File: config.mk
export PLATFORM = sky130hd
export DESIGN_NAME = framebuffer_slot_cache
export DESIGN_NICKNAME = d
export VERILOG_FILES = /design/src/hw/rtl/fsc_pkg.sv /design/src/hw/rtl/framebuffer_slot_cache.sv /design/src/hw/rtl/fsc_ctrl.sv /design/src/hw/rtl/fsc_dp.sv
export SDC_FILE = /design/constraint.sdc
export NUM_CORES = 1
export LEC_CHECK = 0
export CAP_MARGIN = 30
export CORE_MARGIN = 2
export CORE_UTILIZATION = 40
export DETAILED_ROUTE_END_ITERATION = 10
export DONT_BUFFER_PORTS = 1
export HOLD_SLACK_MARGIN = 0.12
export PLACE_DENSITY = 0.51
export SLEW_MARGIN = 20
export SYNTH_ARGS = -nofsm -noshare
export SYNTH_HDL_FRONTEND = slang
export SYNTH_SLANG_ARGS = --single-unit
File: constraint.sdc
create_clock -name clk -period 8 [get_ports clk]
set_input_delay 1.2 -clock clk [delete_from_list [all_inputs] [get_ports clk]]
set_output_delay 1.2 -clock clk [all_outputs]
set_load 0.02 [all_outputs]
File: src/hw/rtl/fsc_pkg.sv
// Shared types and constants of the framebuffer slot cache.
package fsc_pkg;

  localparam int SLOTS       = 8;
  localparam int STAMP_BITS  = 32;
  localparam int SLOT_BITS   = $clog2(SLOTS);
  localparam int WIDTH_BITS  = 11;
  localparam int HEIGHT_BITS = 11;
  localparam int ADDR_BITS   = 24;

  localparam int IN_DATA_BITS  = 48;
  localparam int OUT_DATA_BITS = 8;
  localparam int OUT_USER_BITS = 3;

  localparam int IN_WIDTH_LSB  = 0;
  localparam int IN_HEIGHT_LSB = IN_WIDTH_LSB + WIDTH_BITS;
  localparam int IN_ADDR_LSB   = IN_HEIGHT_LSB + HEIGHT_BITS;

  localparam int OUT_USER_HIT  = 0;
  localparam int OUT_USER_FILL = 1;
  localparam int OUT_USER_FLIP = 2;

  typedef enum logic {
    ACT_DISPLAY = 1'b0,
    ACT_RENDER  = 1'b1
  } action_t;

  typedef enum logic [1:0] {
    ST_IDLE,
    ST_SCAN,
    ST_COMMIT
  } ctrl_state_t;

  typedef struct packed {
    logic load;
    logic scan;
    logic commit;
  } dp_cmd_t;

  typedef struct packed {
    logic scan_last;
    logic out_free;
  } dp_status_t;

endpackage

File: src/hw/rtl/framebuffer_slot_cache.sv
// Top level of the framebuffer slot cache: controller and datapath.
// Each request is accepted in the idle state, then one slot is scanned per cycle.
// After the last slot is scanned, the commit state waits until the output register is free,
// then registers the result, and the block returns to the idle state for the next request.
// A pending result does not block acceptance of the next request.
// Reset is synchronous and active low and clears all valid and flip marks.
module framebuffer_slot_cache
  import fsc_pkg::*;
(
  input  logic                     clk,
  input  logic                     rst_n,
  input  logic                     in_tvalid,
  output logic                     in_tready,
  // Fields from bit 0: frame_width, frame_height, start_address, zero fill.
  input  logic [IN_DATA_BITS-1:0]  in_tdata,
  // Fields from bit 0: action.
  input  logic                     in_tuser,
  output logic                     out_tvalid,
  input  logic                     out_tready,
  // Fields from bit 0: slot_index, zero fill.
  output logic [OUT_DATA_BITS-1:0] out_tdata,
  // Fields from bit 0: hit, needs_fill, flip_mark.
  output logic [OUT_USER_BITS-1:0] out_tuser
);

  dp_cmd_t    cmd;
  dp_status_t status;

  fsc_ctrl u_ctrl (
    .clk       (clk),
    .rst_n     (rst_n),
    .in_tvalid (in_tvalid),
    .in_tready (in_tready),
    .status    (status),
    .cmd       (cmd)
  );

  fsc_dp u_dp (
    .clk        (clk),
    .rst_n      (rst_n),
    .cmd        (cmd),
    .status     (status),
    .in_tdata   (in_tdata),
    .in_tuser   (in_tuser),
    .out_tvalid (out_tvalid),
    .out_tready (out_tready),
    .out_tdata  (out_tdata),
    .out_tuser  (out_tuser)
  );

endmodule

File: src/hw/rtl/fsc_ctrl.sv
// Controller state machine that sequences accept, slot scan and commit.
module fsc_ctrl
  import fsc_pkg::*;
(
  input  logic       clk,
  input  logic       rst_n,
  input  logic       in_tvalid,
  output logic       in_tready,
  input  dp_status_t status,
  output dp_cmd_t    cmd
);

  ctrl_state_t state_r;
  ctrl_state_t state_nxt;

  always_ff @(posedge clk) begin
    if (!rst_n) begin
      state_r <= ST_IDLE;
    end else begin
      state_r <= state_nxt;
    end
  end

  always_comb begin
    state_nxt = state_r;
    unique case (state_r)
      ST_IDLE: begin
        if (in_tvalid) begin
          state_nxt = ST_SCAN;
        end
      end
      ST_SCAN: begin
        if (status.scan_last) begin
          state_nxt = ST_COMMIT;
        end
      end
      ST_COMMIT: begin
        if (status.out_free) begin
          state_nxt = ST_IDLE;
        end
      end
      default: begin
        state_nxt = ST_IDLE;
      end
    endcase
  end

  always_comb begin
    in_tready  = 1'b0;
    cmd        = '0;
    unique case (state_r)
      ST_IDLE: begin
        in_tready = 1'b1;
        cmd.load  = in_tvalid;
      end
      ST_SCAN: begin
        cmd.scan = 1'b1;
      end
      ST_COMMIT: begin
        cmd.commit = status.out_free;
      end
      default: begin
        in_tready = 1'b0;
      end
    endcase
  end

endmodule

File: src/hw/rtl/fsc_dp.sv
// Datapath with the slot table, the serial slot scan and the result register.
module fsc_dp
  import fsc_pkg::*;
(
  input  logic                     clk,
  input  logic                     rst_n,
  input  dp_cmd_t                  cmd,
  output dp_status_t               status,
  input  logic [IN_DATA_BITS-1:0]  in_tdata,
  input  logic                     in_tuser,
  output logic                     out_tvalid,
  input  logic                     out_tready,
  output logic [OUT_DATA_BITS-1:0] out_tdata,
  output logic [OUT_USER_BITS-1:0] out_tuser
);

  logic [WIDTH_BITS-1:0]  tag_width_r   [SLOTS];
  logic [HEIGHT_BITS-1:0] tag_height_r  [SLOTS];
  logic [ADDR_BITS-1:0]   tag_address_r [SLOTS];
  logic [STAMP_BITS-1:0]  slot_stamp_r  [SLOTS];
  logic [SLOTS-1:0]       slot_valid_r;
  logic [SLOTS-1:0]       slot_flip_r;
  logic [STAMP_BITS-1:0]  stamp_ctr_r;

  action_t                req_action_r;
  logic [WIDTH_BITS-1:0]  req_width_r;
  logic [HEIGHT_BITS-1:0] req_height_r;
  logic [ADDR_BITS-1:0]   req_address_r;

  logic [SLOT_BITS-1:0]   scan_idx_r;
  logic                   match_found_r;
  logic [SLOT_BITS-1:0]   match_idx_r;
  logic                   match_flip_r;
  logic                   inv_found_r;
  logic [SLOT_BITS-1:0]   inv_idx_r;
  logic [STAMP_BITS-1:0]  best_stamp_r;
  logic [SLOT_BITS-1:0]   victim_idx_r;

  logic                   out_valid_r;
  logic [SLOT_BITS-1:0]   out_slot_r;
  logic                   out_hit_r;
  logic                   out_fill_r;
  logic                   out_flip_r;

  logic                   key_match;
  logic                   stamp_better;
  logic [SLOT_BITS-1:0]   chosen_slot;
  logic                   do_write;
  logic                   flip_new;
  logic                   flip_result;

  assign key_match = slot_valid_r[scan_idx_r]
                     && (tag_width_r[scan_idx_r] == req_width_r)
                     && (tag_height_r[scan_idx_r] == req_height_r)
                     && (tag_address_r[scan_idx_r] == req_address_r);

  // Ties go to the later slot, so an equal stamp replaces the current best.
  assign stamp_better = (scan_idx_r == '0) || (slot_stamp_r[scan_idx_r] <= best_stamp_r);

  always_comb begin
    priority if (match_found_r) begin
      chosen_slot = match_idx_r;
    end else if (inv_found_r) begin
      chosen_slot = inv_idx_r;
    end else begin
      chosen_slot = victim_idx_r;
    end
  end

  assign flip_new    = (req_action_r == ACT_DISPLAY);
  assign do_write    = cmd.commit && ((req_action_r == ACT_RENDER) || !match_found_r);
  assign flip_result = (match_found_r && (req_action_r == ACT_DISPLAY)) ? match_flip_r
                                                                        : flip_new;

  assign status.scan_last = (scan_idx_r == SLOT_BITS'(SLOTS - 1));
  assign status.out_free  = !out_valid_r || out_tready;

  always_ff @(posedge clk) begin
    if (!rst_n) begin
      slot_valid_r <= '0;
      slot_flip_r  <= '0;
      stamp_ctr_r  <= '0;
      scan_idx_r   <= '0;
      out_valid_r  <= 1'b0;
    end else begin
      if (cmd.load) begin
        scan_idx_r <= '0;
      end else if (cmd.scan) begin
        scan_idx_r <= SLOT_BITS'(scan_idx_r + 1'b1);
      end
      if (do_write) begin
        slot_valid_r[chosen_slot] <= 1'b1;
        slot_flip_r[chosen_slot]  <= flip_new;
        stamp_ctr_r               <= STAMP_BITS'(stamp_ctr_r + 1'b1);
      end
      if (cmd.commit) begin
        out_valid_r <= 1'b1;
      end else if (out_tready) begin
        out_valid_r <= 1'b0;
      end
    end
  end

  always_ff @(posedge clk) begin
    if (cmd.load) begin
      req_action_r  <= action_t'(in_tuser);
      req_width_r   <= in_tdata[IN_WIDTH_LSB +: WIDTH_BITS];
      req_height_r  <= in_tdata[IN_HEIGHT_LSB +: HEIGHT_BITS];
      req_address_r <= in_tdata[IN_ADDR_LSB +: ADDR_BITS];
      match_found_r <= 1'b0;
      inv_found_r   <= 1'b0;
    end else if (cmd.scan) begin
      if (!match_found_r && key_match) begin
        match_found_r <= 1'b1;
        match_idx_r   <= scan_idx_r;
        match_flip_r  <= slot_flip_r[scan_idx_r];
      end
      if (!inv_found_r && !slot_valid_r[scan_idx_r]) begin
        inv_found_r <= 1'b1;
        inv_idx_r   <= scan_idx_r;
      end
      if (stamp_better) begin
        best_stamp_r <= slot_stamp_r[scan_idx_r];
        victim_idx_r <= scan_idx_r;
      end
    end
  end

  always_ff @(posedge clk) begin
    if (do_write) begin
      tag_width_r[chosen_slot]   <= req_width_r;
      tag_height_r[chosen_slot]  <= req_height_r;
      tag_address_r[chosen_slot] <= req_address_r;
      slot_stamp_r[chosen_slot]  <= stamp_ctr_r;
    end
  end

  always_ff @(posedge clk) begin
    if (cmd.commit) begin
      out_slot_r <= chosen_slot;
      out_hit_r  <= match_found_r;
      out_fill_r <= (req_action_r == ACT_DISPLAY) && !match_found_r;
      out_flip_r <= flip_result;
    end
  end

  assign out_tvalid = out_valid_r;
  assign out_tdata  = {{(OUT_DATA_BITS - SLOT_BITS){1'b0}}, out_slot_r};
  assign out_tuser  = {out_flip_r, out_fill_r, out_hit_r};

endmodule

==> summary.txt, run 1 <==
Placed design
  • Detailed Place HPWL: 35.3 mm
  • Final weighted congestion of routability-driven global placement: 0.735
  • Port Buffer Count: 0

Clocking
  • Sink Count: 778
  • Clock latency on the worst-skew pair: 640 ps
  • Hold buffers post-CTS: 0
  • Worst-case clock buffer depth: 3
  • TritonCTS clock tree: yes
  • Post-CTS Setup Inserts: 0
  • Clock-pin slew on the worst setup and hold paths: 60 ps
  • Gates resized, CTS repair: 0
  • Root Driver: sky130_fd_sc_hd__clkbuf_16
  • CTS H-tree lvls: 3
  • Total CTS buffers: 84

Timing
  • Setup Skew: 27.0 ps
  • Unrepaired setup endpoints after global routing: false
  • Final Slew Violations: 0
  • Number of failing setup endpoints in the final timing report: 0
  • Hold Vio Cnt, Final: 0
  • Slew at the pin with the worst max-slew slack: 942 ps
  • Sum Neg Setup Slack: 0 ps
  • Min Clock Period, post-route: 5140 ps
  • Max Clk Rate: 194 MHz
  • Tcrit/Tclk final: 0.643
  • Max-Slew Margin vs Limit: 0.372

Floorplan
  • Starting utilization of the core area: 0.403
  • Number of top-level pins: 66
  • Die Ht: 281 µm
  • # rows: 101
  • Chip Width: 281 µm
  • Die ar.: 78700 µm²
  • Core Footprint: 75800 µm²

Power and ir drop
  • Sequential group share of total power: 0.525
  • Share of total power consumed by net switching: 0.206
  • Switching component of the power: 0.00176 W
  • Clk network pwr share: 0.450
  • Power per Cell Area: 247 nW/µm²
  • Max VDD drop: 0.190 mV
  • Leak Pwr: 11.7 nW
  • P_int: 0.00681 W
  • Comb power frac: 0.025

Route
  • Number of design rule violations left after detail routing: 0
  • Post-detailed-route wirelength per cell: 23.8 µm
  • Violation count after the first detailed-routing iteration: 825
  • Average vias per placed instance: 5.30
  • Number of nets with antenna violations after detailed routing: 0
  • Drt pass-1 iters: 5
  • Via Count: 14200
  • Total Wirelength: 63.8 mm

Global routing
  • Global-route met2 utilization: 0.289
  • Layer with the highest usage: met2
  • Global-route wire length before repair: 96.0 mm
  • Pin count of the biggest net entering global routing: 88
  • Met1 Resource Use GR: 0.209
  • Met3 Usage GRT: 0.0295
  • Total congestion overflow after global routing: 0
  • Antenna violations before repair: 6
  • Number of global-route vias before repair: 15200
  • Total global routing track utilization: 0.166

Setup path
  • Kind of start point of the critical path: flop
  • Data required, critical path: 8270 ps
  • Worst-path maximum fanout: 28
  • Category of the worst setup path capture point: flop
  • Worst setup slack for register-to-register paths: 2860 ps
  • Critical Setup Path Class: flop to flop
  • Worst Path Arrival: 5410 ps
  • R2r endpoint: u_dp.best_stamp_r[16]
  • Critical path destination: u_dp.best_stamp_r[16]
  • Worst reg-to-reg path cell count: 12

Cells and area
  • Antenna diode count: 0
  • Number of fill cells: 6497
  • Total Nets Final: 1717
  • Area taken by multi-input logic gates: 7350 µm²
  • Fraction of final layout cells with drive strength greater than 1: 0.195
  • Layout overhead on the synthesized area: 13.3%
  • FF+latch area: 22800 µm²
  • Final core occ: 0.457

Synth
  • Fraction of the yosys area taken by sequential cells: 0.744
  • Main flop type after synthesis: sky130_fd_sc_hd__edfxtp_1
  • Cell types with the highest counts after synthesis: sky130_fd_sc_hd__edfxtp_1, sky130_fd_sc_hd__mux4_2, sky130_fd_sc_hd__mux2i_1, sky130_fd_sc_hd__dfxtp_1, sky130_fd_sc_hd__inv_1
  • Largest area contributor in the synthesized netlist: sky130_fd_sc_hd__edfxtp_1
  • Yosys warning total: 0
  • Number of flops mapped to enable cells by yosys: 719
  • Gate Count Post-Synth: 1575
  • Area share of the largest cell type after synthesis: 0.706
  • Post-synthesis area per instance: 19.4 µm²
  • Post-synthesis sequential element count: 778
  • Top-count cell post-synth: sky130_fd_sc_hd__edfxtp_1
  • Leading post-synthesis cells by cell area: sky130_fd_sc_hd__edfxtp_1, sky130_fd_sc_hd__mux4_2, sky130_fd_sc_hd__dfxtp_1, sky130_fd_sc_hd__mux2i_1, sky130_fd_sc_hd__ha_1
  • Share of async-settable or async-resettable flops after synthesis: 0
  • Number of library cell types mapped by synthesis: 57
  • Cell area after synthesis: 30600 µm²

Status
  • Outcome: finished clean

Worst hold path
  • Worst min-delay path category: flop to flop

Job
  • Max_cap viols: 0
## power by group through the flow
stage,clock network [W],logic [W],registers (W)
2_1_floorplan,0,0.000162,0.00456
3_3_place_gp,0,0.000206,0.00459
3_5_place_dp,0,0.000207,0.00459
4_1_cts,0.00396,0.000208,0.00451
5_1_grt,0.00411,0.000230,0.00450
6_report,0.00386,0.000211,0.00450
## critical path, stage by stage, from the launching register on
cell,delay (ps)
sky130_fd_sc_hd__dfxtp_4,560
sky130_fd_sc_hd__buf_16,280
sky130_fd_sc_hd__mux4_2,530
sky130_fd_sc_hd__mux2_2,300
sky130_fd_sc_hd__ha_1,280
sky130_fd_sc_hd__nand2_1,50
sky130_fd_sc_hd__or3_1,460
sky130_fd_sc_hd__or3_1,480
sky130_fd_sc_hd__or4_1,650
sky130_fd_sc_hd__nor3_1,220
sky130_fd_sc_hd__a21oi_1,100
sky130_fd_sc_hd__o32ai_4,320
sky130_fd_sc_hd__buf_4,500
## routing by layer
layer / vias to the layer above / share of wire
li1: 6416 / -
met4: 10 / 0.031
met3: 127 / 0.035
met1: 7396 / 0.43
met2: 230 / 0.50
met5: - / 0.0010
## flip-flops by register name, summed over array words and instances, names as in the netlist, 2 cells and up, named ones only
signal	flops
u_dp.stamp_ctr_r	32
u_dp.tag_width_r	88
u_dp.slot_valid_r	8
u_dp.out_slot_r	3
u_ctrl.state_r	2
u_dp.inv_idx_r	3
u_dp.slot_flip_r	8
u_dp.best_stamp_r	32
u_dp.tag_height_r	88
u_dp.req_width_r	11
u_dp.req_height_r	11
u_dp.victim_idx_r	3
u_dp.match_idx_r	3
u_dp.tag_address_r	192
u_dp.scan_idx_r	3
u_dp.req_address_r	24
u_dp.slot_stamp_r	256
## cells by family (layout without fill, tap and decap cells)
| family | count (synthesis) | count (layout) | share of synthesized area |
|---|---|---|---|
| other | 1 | 5 | 0.000123 |
| XOR/XNOR | 63 | 63 | 0.0180 |
| buffers and inverters | 120 | 240 | 0.0186 |
| flip-flops | 778 | 778 | 0.744 |
| adder cells (fa/ha/maj) | 36 | 36 | 0.0147 |
| AO/OA/AOI/OAI | 113 | 113 | 0.0268 |
| AND/OR/NAND/NOR | 209 | 209 | 0.0373 |
| multiplexers | 255 | 255 | 0.140 |
## per-stage QoR
stage / instances / setup WS [ps] / area [µm²] / hold WS, ps / power [W]
finish: 2677 / 2860 / 34700 / 463 / 0.00857
global route: 2677 / 2570 / 34700 / 476 / 0.00884
CTS: 2676 / 2440 / 34600 / 467 / 0.00867
detailed placement: 2519 / 2450 / 31800 / 454 / 0.00480
global placement: 2515 / 2500 / 31800 / 442 / 0.00479
floorplan: 1579 / 1120 / 30600 / 429 / 0.00473
## cell type report
| cell class | count | share of cell area |
|---|---|---|
| Clock buffer | 107 | 0.0652 |
| Clock inverter | 50 | 0.0151 |
| Inverter | 51 | 0.00552 |
| Multi-Input combinational cell | 681 | 0.212 |
| Sequential cell | 778 | 0.657 |
| Tap cell | 978 | 0.0353 |
| Timing Repair Buffer | 32 | 0.00939 |
## cells in the final DEF (no fill, tap or decap), types with 32 or more instances in the layout
cell type,netlist,layout
sky130_fd_sc_hd__mux2_2,32,32
sky130_fd_sc_hd__edfxtp_1,719,719
sky130_fd_sc_hd__ha_1,36,36
sky130_fd_sc_hd__clkbuf_16,0,86
sky130_fd_sc_hd__mux4_2,129,129
sky130_fd_sc_hd__dfxtp_1,59,56
sky130_fd_sc_hd__xnor2_1,37,37
sky130_fd_sc_hd__mux2i_1,89,89
sky130_fd_sc_hd__nand2_1,41,41
sky130_fd_sc_hd__inv_1,51,51
## how the worst min path moves through the flow
stage	from	to	slack, ps	cells after the start
6_report	u_dp.slot_valid_r[6]	u_dp.slot_valid_r[6]	460	1
2_1_floorplan	u_dp.match_found_r	u_dp.out_hit_r	430	0
4_1_cts	u_dp.slot_valid_r[6]	u_dp.slot_valid_r[6]	470	1
3_3_place_gp	u_dp.slot_valid_r[3]	u_dp.slot_valid_r[3]	440	1
5_1_grt	u_dp.slot_valid_r[6]	u_dp.slot_valid_r[6]	480	1
3_5_place_dp	u_dp.slot_valid_r[6]	u_dp.slot_valid_r[6]	450	1
Note: power is estimated with default switching activity, not from simulation.
==> run 2, diff against run 1 <==
--- a/config.mk
+++ b/config.mk
@@ -5,6 +5,7 @@
 export SDC_FILE = /design/constraint.sdc
 export NUM_CORES = 1
 export LEC_CHECK = 0
+export ABC_AREA = 1
 export CAP_MARGIN = 30
 export CORE_MARGIN = 2
 export CORE_UTILIZATION = 40
==> constraint.sdc (replaced) <==
create_clock -name clk -period 5.2 [get_ports clk]
set_input_delay 0.78 -clock clk [delete_from_list [all_inputs] [get_ports clk]]
set_output_delay 0.78 -clock clk [all_outputs]
set_load 0.02 [all_outputs]
==> summary.txt, run 2 <==
Global routing
  • Global-route wire length before repair: 123 mm (+28%)
  • Number of global-route vias before repair: 20900 (+38%)
  • Total congestion overflow after global routing: 0 (unchanged)
  • Antenna violations before repair: 4 (-2)
  • Pin count of the biggest net entering global routing: 216 (+150%)
  • Total global routing track utilization: 0.189 (+0.0230)

Cells and area
  • Total Nets Final: 3121 (+82%)
  • Most frequent cells in the layout: sky130_fd_sc_hd__edfxtp_1, sky130_fd_sc_hd__nand2_1, sky130_fd_sc_hd__nor2_1
  • Number of fill cells: 7468 (+15%)
  • Fraction of final layout cells with drive strength greater than 1: 0.0603 (-0.135)
  • Max FFs per register: 256 (unchanged)
  • Leading cell type in the layout, fill and taps excluded: sky130_fd_sc_hd__edfxtp_1
  • Final core occ: 0.451 (-0.00582)
  • Largest register by flop count: u_dp.slot_stamp_r
  • Registers with the highest flip-flop counts: u_dp.slot_stamp_r (256), u_dp.tag_address_r (192)
  • Layout overhead on the synthesized area: 12.1%

Setup path
  • Worst reg-to-reg path cell count: 14 (+2)
  • Worst setup slack for register-to-register paths: 1220 ps (-1630 ps)
  • Category of the worst setup path capture point: flop
  • Worst-path maximum fanout: 215 (+670%)
  • Data required, critical path: 5500 ps (-2770 ps)
  • Critical Setup Path Class: flop to flop
  • R2r endpoint: u_dp.best_stamp_r[21]
  • Critical path's top delay family: compound AO/OA/AOI/OAI gates
  • Critical path, cell by cell: buf_12 -> o21ai_0 -> o22ai_1 -> nor2_1 -> a31oi_1 -> ha_1 -> a21oi_1 -> o21a_1 -> o221ai_1 -> a21o_1 -> nand2_1 -> nand2_1 -> a21oi_4 -> buf_12
  • Worst path bufs/invs: 2 (unchanged)
  • Kind of start point of the critical path: flop
  • Worst Path Arrival: 4280 ps (-1130 ps)
  • Crit-path slowest cell: sky130_fd_sc_hd__buf_12
  • Max incr delay on CP: 770 ps (+120 ps)

Timing
  • Max-Slew Margin vs Limit: 0.307 (-0.0646)
  • Min Clock Period, post-route: 3980 ps (-1170 ps)
  • Slew at the pin with the worst max-slew slack: 1040 ps (+96.9 ps)
  • Setup Skew: 23.4 ps (-3.60 ps)
  • Number of failing setup endpoints in the final timing report: 0 (unchanged)
  • Tcrit/Tclk final: 0.765 (+0.122)
  • Max Clk Rate: 251 MHz (+29%)
  • Unrepaired setup endpoints after global routing: false
  • Hold Vio Cnt, Final: 0 (unchanged)
  • Final Hold Slack: 248 ps (-216 ps)
  • Final Slew Violations: 0 (unchanged)

Synth
  • Main flop type after synthesis: sky130_fd_sc_hd__edfxtp_1
  • Yosys warning total: 0 (unchanged)
  • Post-synthesis mux area share: 0 (-0.140)
  • Post-synthesis sequential element count: 778 (unchanged)
  • Largest family of logic cells by synthesized area: simple AND/OR/NAND/NOR gates
  • Cell area after synthesis: 33000 µm² (+7.7%)
  • Top-count cell post-synth: sky130_fd_sc_hd__edfxtp_1
  • Cell types with the highest counts after synthesis: sky130_fd_sc_hd__edfxtp_1, sky130_fd_sc_hd__nand2_1, sky130_fd_sc_hd__nor2_1, sky130_fd_sc_hd__inv_1, sky130_fd_sc_hd__nand3_1
  • Gate Count Post-Synth: 3041 (+93%)
  • Area share of the largest cell type after synthesis: 0.655 (-0.0506)
  • Number of library cell types mapped by synthesis: 45 (-21%)
  • Fraction of the yosys area taken by sequential cells: 0.691 (-0.0533)
  • Adder-cell share of the synthesized area: 0.0137 (-0.00105)
  • Complex-gate fraction of the synthesized area: 0.0561 (+0.0293)
  • Post-Synth XOR/XNOR Area: 0.00186 (-0.0162)
  • Share of async-settable or async-resettable flops after synthesis: 0 (unchanged)
  • Post-synthesis area per instance: 10.8 µm² (-44%)
  • Largest area contributor in the synthesized netlist: sky130_fd_sc_hd__edfxtp_1
  • Leading post-synthesis cells by cell area: sky130_fd_sc_hd__edfxtp_1, sky130_fd_sc_hd__nand2_1, sky130_fd_sc_hd__nor2_1, sky130_fd_sc_hd__inv_1, sky130_fd_sc_hd__dfxtp_1
  • Simple-gate share of the synthesized area: 0.175 (+0.138)
  • Number of flops mapped to enable cells by yosys: 719 (unchanged)

Clocking
  • Hold buffers post-CTS: 0 (unchanged)
  • TritonCTS clock tree: yes
  • Sink Count: 778 (unchanged)
  • Root Driver: sky130_fd_sc_hd__clkbuf_16
  • Worst-case clock buffer depth: 3 (unchanged)
  • Total CTS buffers: 85 (+1.2%)
  • Clock-pin slew on the worst setup and hold paths: 60 ps (about the same)
  • Clock latency on the worst-skew pair: 620 ps (-20 ps)
  • CTS H-tree lvls: 3 (unchanged)
  • Gates resized, CTS repair: 0 (unchanged)
  • Post-CTS Setup Inserts: 0 (unchanged)

Worst hold path
  • Worst Hold Path Cells: 0 (-1)
  • Source of the worst hold timing path: in_tdata[24]
  • Worst min-delay path category: input pin to flop
  • End of the worst hold path: u_dp.req_address_r[2]

Floorplan
  • Die ar.: 84700 µm² (+7.6%)
  • Number of top-level pins: 66 (unchanged)
  • Core Footprint: 81800 µm² (+7.9%)
  • Chip Width: 291 µm (+3.7%)
  • # rows: 105 (+4.0%)
  • Starting utilization of the core area: 0.403 (-0.000854)
  • Die Ht: 291 µm (+3.7%)

Placed design
  • Final weighted congestion of routability-driven global placement: 0.811 (+10%)
  • Port Buffer Count: 0 (unchanged)
  • Detailed Place HPWL: 43.7 mm (+24%)

Power and ir drop
  • Max VDD drop: 0.232 mV (+22%)
  • Power per Cell Area: 367 nW/µm² (+48%)
  • Leak Pwr: 14.2 nW (+21%)

Route
  • Via Count: 21100 (+49%)
  • Average vias per placed instance: 5.07 (-4.3%)
  • Drt pass-1 iters: 7 (+2)
  • Number of design rule violations left after detail routing: 0 (unchanged)
  • Post-detailed-route wirelength per cell: 19.2 µm (-19%)
  • Total Wirelength: 80.2 mm (+26%)
  • Number of nets with antenna violations after detailed routing: 0 (unchanged)
  • Violation count after the first detailed-routing iteration: 1449 (+76%)

Status
  • Outcome: finished clean

Job
  • Max_cap viols: 0 (unchanged)
[run 2: cell count changes after synthesis, sizes merged, moves of 134 or more]
| cell | before | now |
|---|---|---|
| nand3 | 12 | 224 |
| nor2 | 29 | 463 |
| o21ai | 21 | 208 |
| nand2 | 41 | 651 |
| inv | 51 | 329 |
| mux4 | 134 | 0 |
[run 2: worst max-delay path by stage]
stage / to / cells past startpoint / slack [ps]
after detailed placement: u_dp.match_idx_r[1] / 12 / 1190
after floorplan: u_dp.slot_flip_r[2] / 8 / -240
final: u_dp.best_stamp_r[21] / 14 / 1220
after global routing: u_dp.best_stamp_r[20] / 16 / 890
after global placement: u_dp.match_flip_r / 12 / 1260
after CTS: u_dp.match_idx_r[2] / 12 / 1170
[run 2: worst register-to-register path: cells and delay by family (launching register included)]
family,cells,cell delay (ps)
compound gates,8,1490
fa+ha+maj,1,300
buf+inv,2,980
simple gates,3,190
flops,1,670
[run 2: cell type report]
class	count	area, µm²	area share
Timing Repair Buffer	36	485	0.0131
Tap cell	1070	1340	0.0362
Clock buffer	111	2390	0.0648
Clock inverter	44	443	0.0120
Antenna cell	1	2.50	0.0000678
Sequential cell	778	22800	0.617
Inverter	332	1260	0.0341
Multi-Input combinational cell	1799	8230	0.223
[run 2: stage by stage]
| step | setup TNS [ps] | worst slack [ps] | instances | power, W | area, µm² |
|---|---|---|---|---|---|
| final | 0 | 1220 | 4171 | 0.0136 | 36900 |
| after CTS | 0 | 1170 | 4167 | 0.0137 | 36900 |
| after global routing | 0 | 894 | 4170 | 0.0140 | 36900 |
| after detailed placement | 0 | 1190 | 4012 | 0.00760 | 34000 |
| after floorplan | -131290 | -238 | 3045 | 0.00744 | 33000 |
| after global placement | 0 | 1260 | 4012 | 0.00759 | 34000 |
[run 2: logic make-up after synthesis]
family,count (synthesis)
AOI/OAI and AO/OA,343
adders and majority gates,36
xor gates and xnor gates,7
buffers and inverters,468
DFF,778
other,1
and+or+nand+nor,1408
[run 2: metal layers]
metal	global-route usage	routed length, µm	vias to the layer above
met3	0.0331	3320	161
met4	0.0669	2730	4
met1	0.232	34100	10300
met5	0	34	-
li1	-	-	10300
met2	0.334	40000	409
[run 2: power by group]
part           total (W)  internal (W)  leakage (nW)  switching, W
Sequential       0.00694       0.00686          7.26     0.0000786
Clock            0.00610       0.00368          1.38       0.00242
Combinational   0.000525      0.000158          5.54      0.000367
Total             0.0136        0.0107          14.2       0.00286
==> run 3, diff against run 2 <==
--- a/config.mk
+++ b/config.mk
@@ -5,14 +5,14 @@
 export SDC_FILE = /design/constraint.sdc
 export NUM_CORES = 1
 export LEC_CHECK = 0
-export ABC_AREA = 1
+export ABC_AREA = 0
 export CAP_MARGIN = 30
 export CORE_MARGIN = 2
 export CORE_UTILIZATION = 40
 export DETAILED_ROUTE_END_ITERATION = 10
 export DONT_BUFFER_PORTS = 1
 export HOLD_SLACK_MARGIN = 0.12
-export PLACE_DENSITY = 0.51
+export PLACE_DENSITY = 0.53
 export SLEW_MARGIN = 20
 export SYNTH_ARGS = -nofsm -noshare
 export SYNTH_HDL_FRONTEND = slang
==> constraint.sdc (replaced) <==
create_clock -name clk -period 3.6 [get_ports clk]
set_input_delay 0.54 -clock clk [delete_from_list [all_inputs] [get_ports clk]]
set_output_delay 0.54 -clock clk [all_outputs]
set_load 0.02 [all_outputs]
==> summary.txt, run 3 (synthesized netlist as in run 1, its figures left out) <==
Status
  • Outcome: finished with violations
  • Violated checks: setup timing

Timing
  • Number of failing setup endpoints in the final timing report: 35 (+35)
  • Hold Vio Cnt, Final: 0 (unchanged)
  • Max Clk Rate: 258 MHz (+2.6%)
  • Tcrit/Tclk final: 1.08 (+0.312)
  • Max-Slew Margin vs Limit: 0.377 (+0.0699)
  • Min Clock Period, post-route: 3880 ps (-102 ps)
  • Setup Skew: 36.8 ps (+13.4 ps)
  • Sum Neg Setup Slack: -8880 ps (-8880 ps)
  • Slew at the pin with the worst max-slew slack: 925 ps (-115 ps)
  • Unrepaired setup endpoints after global routing: true
  • Worst path setup slack after routing: -276 ps (-1500 ps)
  • Final Slew Violations: 0 (unchanged)

Clocking
  • Clock latency on the worst-skew pair: 640 ps (+20 ps)
  • TritonCTS clock tree: yes
  • Worst-case clock buffer depth: 3 (unchanged)
  • CTS H-tree lvls: 3 (unchanged)
  • Sink Count: 778 (unchanged)
  • Root Driver: sky130_fd_sc_hd__clkbuf_16
  • Clock-pin slew on the worst setup and hold paths: 60 ps (about the same)
  • Total CTS buffers: 85 (unchanged)

Power and ir drop
  • Max VDD drop: 0.492 mV (+110%)
  • Sequential group share of total power: 0.520 (+0.008)
  • Leak Pwr: 12.5 nW (-12%)
  • Comb power frac: 0.035 (-0.004)
  • Share of total power consumed by net switching: 0.206 (-0.00514)
  • Power per Cell Area: 530 nW/µm² (+44%)
  • Switching component of the power: 0.00395 W (+38%)
  • Clk network pwr share: 0.445 (-0.005)
  • P_int: 0.0152 W (+42%)

Setup path
  • Data required, critical path: 3920 ps (-1580 ps)
  • Critical path's top delay family: simple AND/OR/NAND/NOR gates
  • Category of the worst setup path capture point: flop
  • Worst Path Arrival: 4200 ps (-80 ps)
  • Worst path bufs/invs: 2 (unchanged)
  • Critical Setup Path Class: flop to flop
  • Max incr delay on CP: 510 ps (-260 ps)
  • Critical path, cell by cell: buf_12 -> mux4_2 -> mux2_4 -> ha_4 -> nand4_1 -> or3_4 -> or3_4 -> or4_4 -> nor3_4 -> a21oi_2 -> o32ai_4 -> buf_6
  • Worst-path maximum fanout: 8 (-96%)
  • Kind of start point of the critical path: flop
  • Crit-path slowest cell: sky130_fd_sc_hd__mux4_2
  • Most common cell on crit path: sky130_fd_sc_hd__or3_4

Placed design
  • Final weighted congestion of routability-driven global placement: 0.747 (-7.9%)
  • Port Buffer Count: 0 (unchanged)
  • Detailed Place HPWL: 37.0 mm (-15%)
  • Placed insts: 2591 (-35%)
  • Placement Cell Area: 32600 µm² (-4.1%)

Cells and area
  • Fraction of final layout cells with drive strength greater than 1: 0.233 (+0.172)
  • Most frequent cells in the layout: sky130_fd_sc_hd__edfxtp_1, sky130_fd_sc_hd__mux4_2, sky130_fd_sc_hd__mux2i_1, sky130_fd_sc_hd__clkbuf_16, sky130_fd_sc_hd__buf_4
  • Layout overhead on the synthesized area: 18.4%
  • Leading cell type in the layout, fill and taps excluded: sky130_fd_sc_hd__edfxtp_1
  • Number of fill cells: 6371 (-15%)
  • Total Nets Final: 1852 (-41%)
  • Max FFs per register: 256 (unchanged)
  • Number of non-filler instances in the completed layout: 2814 (-33%)
  • Final core occ: 0.478 (+0.0265)
  • Registers with the highest flip-flop counts: u_dp.slot_stamp_r (256), u_dp.tag_address_r (192)
  • Area of all placed cells without fillers: 36200 µm² (-1.9%)
  • Largest register by flop count: u_dp.slot_stamp_r

Job
  • Max_cap viols: 0 (unchanged)

Floorplan
  • Die ar.: 78700 µm² (-7.1%)
  • Chip Width: 281 µm (-3.6%)
  • Core Footprint: 75800 µm² (-7.4%)
  • # rows: 101 (-3.8%)
  • Number of top-level pins: 66 (unchanged)
  • Die Ht: 281 µm (-3.6%)
  • Starting utilization of the core area: 0.403 (+0.000854)

Global routing
  • Antenna violations before repair: 1 (-3)
  • Total congestion overflow after global routing: 0 (unchanged)
  • Pin count of the biggest net entering global routing: 70 (-68%)
  • Total global routing track utilization: 0.169 (-0.0194)
  • Number of global-route vias before repair: 15900 (-24%)
  • Global-route wire length before repair: 98.4 mm (-20%)

Route
  • Number of nets with antenna violations after detailed routing: 0 (unchanged)
  • Total Wirelength: 65.6 mm (-18%)
  • Number of design rule violations left after detail routing: 0 (unchanged)
  • Violation count after the first detailed-routing iteration: 959 (-34%)
  • Post-detailed-route wirelength per cell: 23.3 µm (+21%)
  • Drt pass-1 iters: 5 (-2)
  • Via Count: 14800 (-30%)
  • Average vias per placed instance: 5.24 (+3.4%)

Worst hold path
  • Worst min-delay path category: input pin to flop
==> run 3: power groups by stage <==
stage / logic [W] / registers, W / clock network [W]
4_1_cts: 0.000666 / 0.00999 / 0.00877
3_5_place_dp: 0.000583 / 0.0102 / 0
2_1_floorplan: 0.000396 / 0.0101 / 0
6_report: 0.000671 / 0.00999 / 0.00853
5_1_grt: 0.000729 / 0.0100 / 0.00910
3_3_place_gp: 0.000581 / 0.0102 / 0
==> run 3: path summary, 6_finish.rpt <==
| kind | from | end | slack (ps) | depth (start not counted) |
|---|---|---|---|---|
| max | flop | u_dp.best_stamp_r[28] | -280 | 12 |
| min | rst_n | u_dp.slot_valid_r[3] | 260 | 2 |
| max reg2reg | flop | u_dp.best_stamp_r[28] | -280 | 12 |
| min reg2reg | u_dp.slot_valid_r[7] | u_dp.slot_valid_r[7] | 460 | 1 |
==> run 3: stage by stage <==
stage                     total power, W  hold WS, ps  setup slack [ps]
after floorplan                   0.0105          429              -891
after detailed placement          0.0108          448              -392
after CTS                         0.0194          227              -284
after global placement            0.0107          445              -366
final                             0.0192          262              -276
after global routing              0.0198          254              -399
==> run 3: final cells by class <==
class | count | area (µm²) | area share
timing repair buffer | 166 | 1790 | 0.0493
clock buffer | 121 | 2350 | 0.0650
tap | 978 | 1220 | 0.0338
inverter | 51 | 191 | 0.00528
antenna | 1 | 2.50 | 0.0000691
clock inverter | 38 | 407 | 0.0112
multi-input combinational | 681 | 7470 | 0.206
sequential | 778 | 22800 | 0.629
==> run 3: what timing repair did <==
action | CTS | global route
hold endpoints to repair | 104 | 0
cloned | 2 | 2
gates resized for setup | 17 | 9
setup endpoints to repair | 40 | 39
hold buffers | 50 | 0
setup buffers | 2 | 7
pin swaps | 1 | 1
==> run 3: metal layers <==
layer / vias up / GRT usage / part of all wire
li1: 6695 / - / -
met1: 7727 / 0.215 / 0.43
met2: 239 / 0.296 / 0.51
met3: 89 / 0.0279 / 0.037
met4: 0 / 0.0547 / 0.022
met5: - / 0 / 0
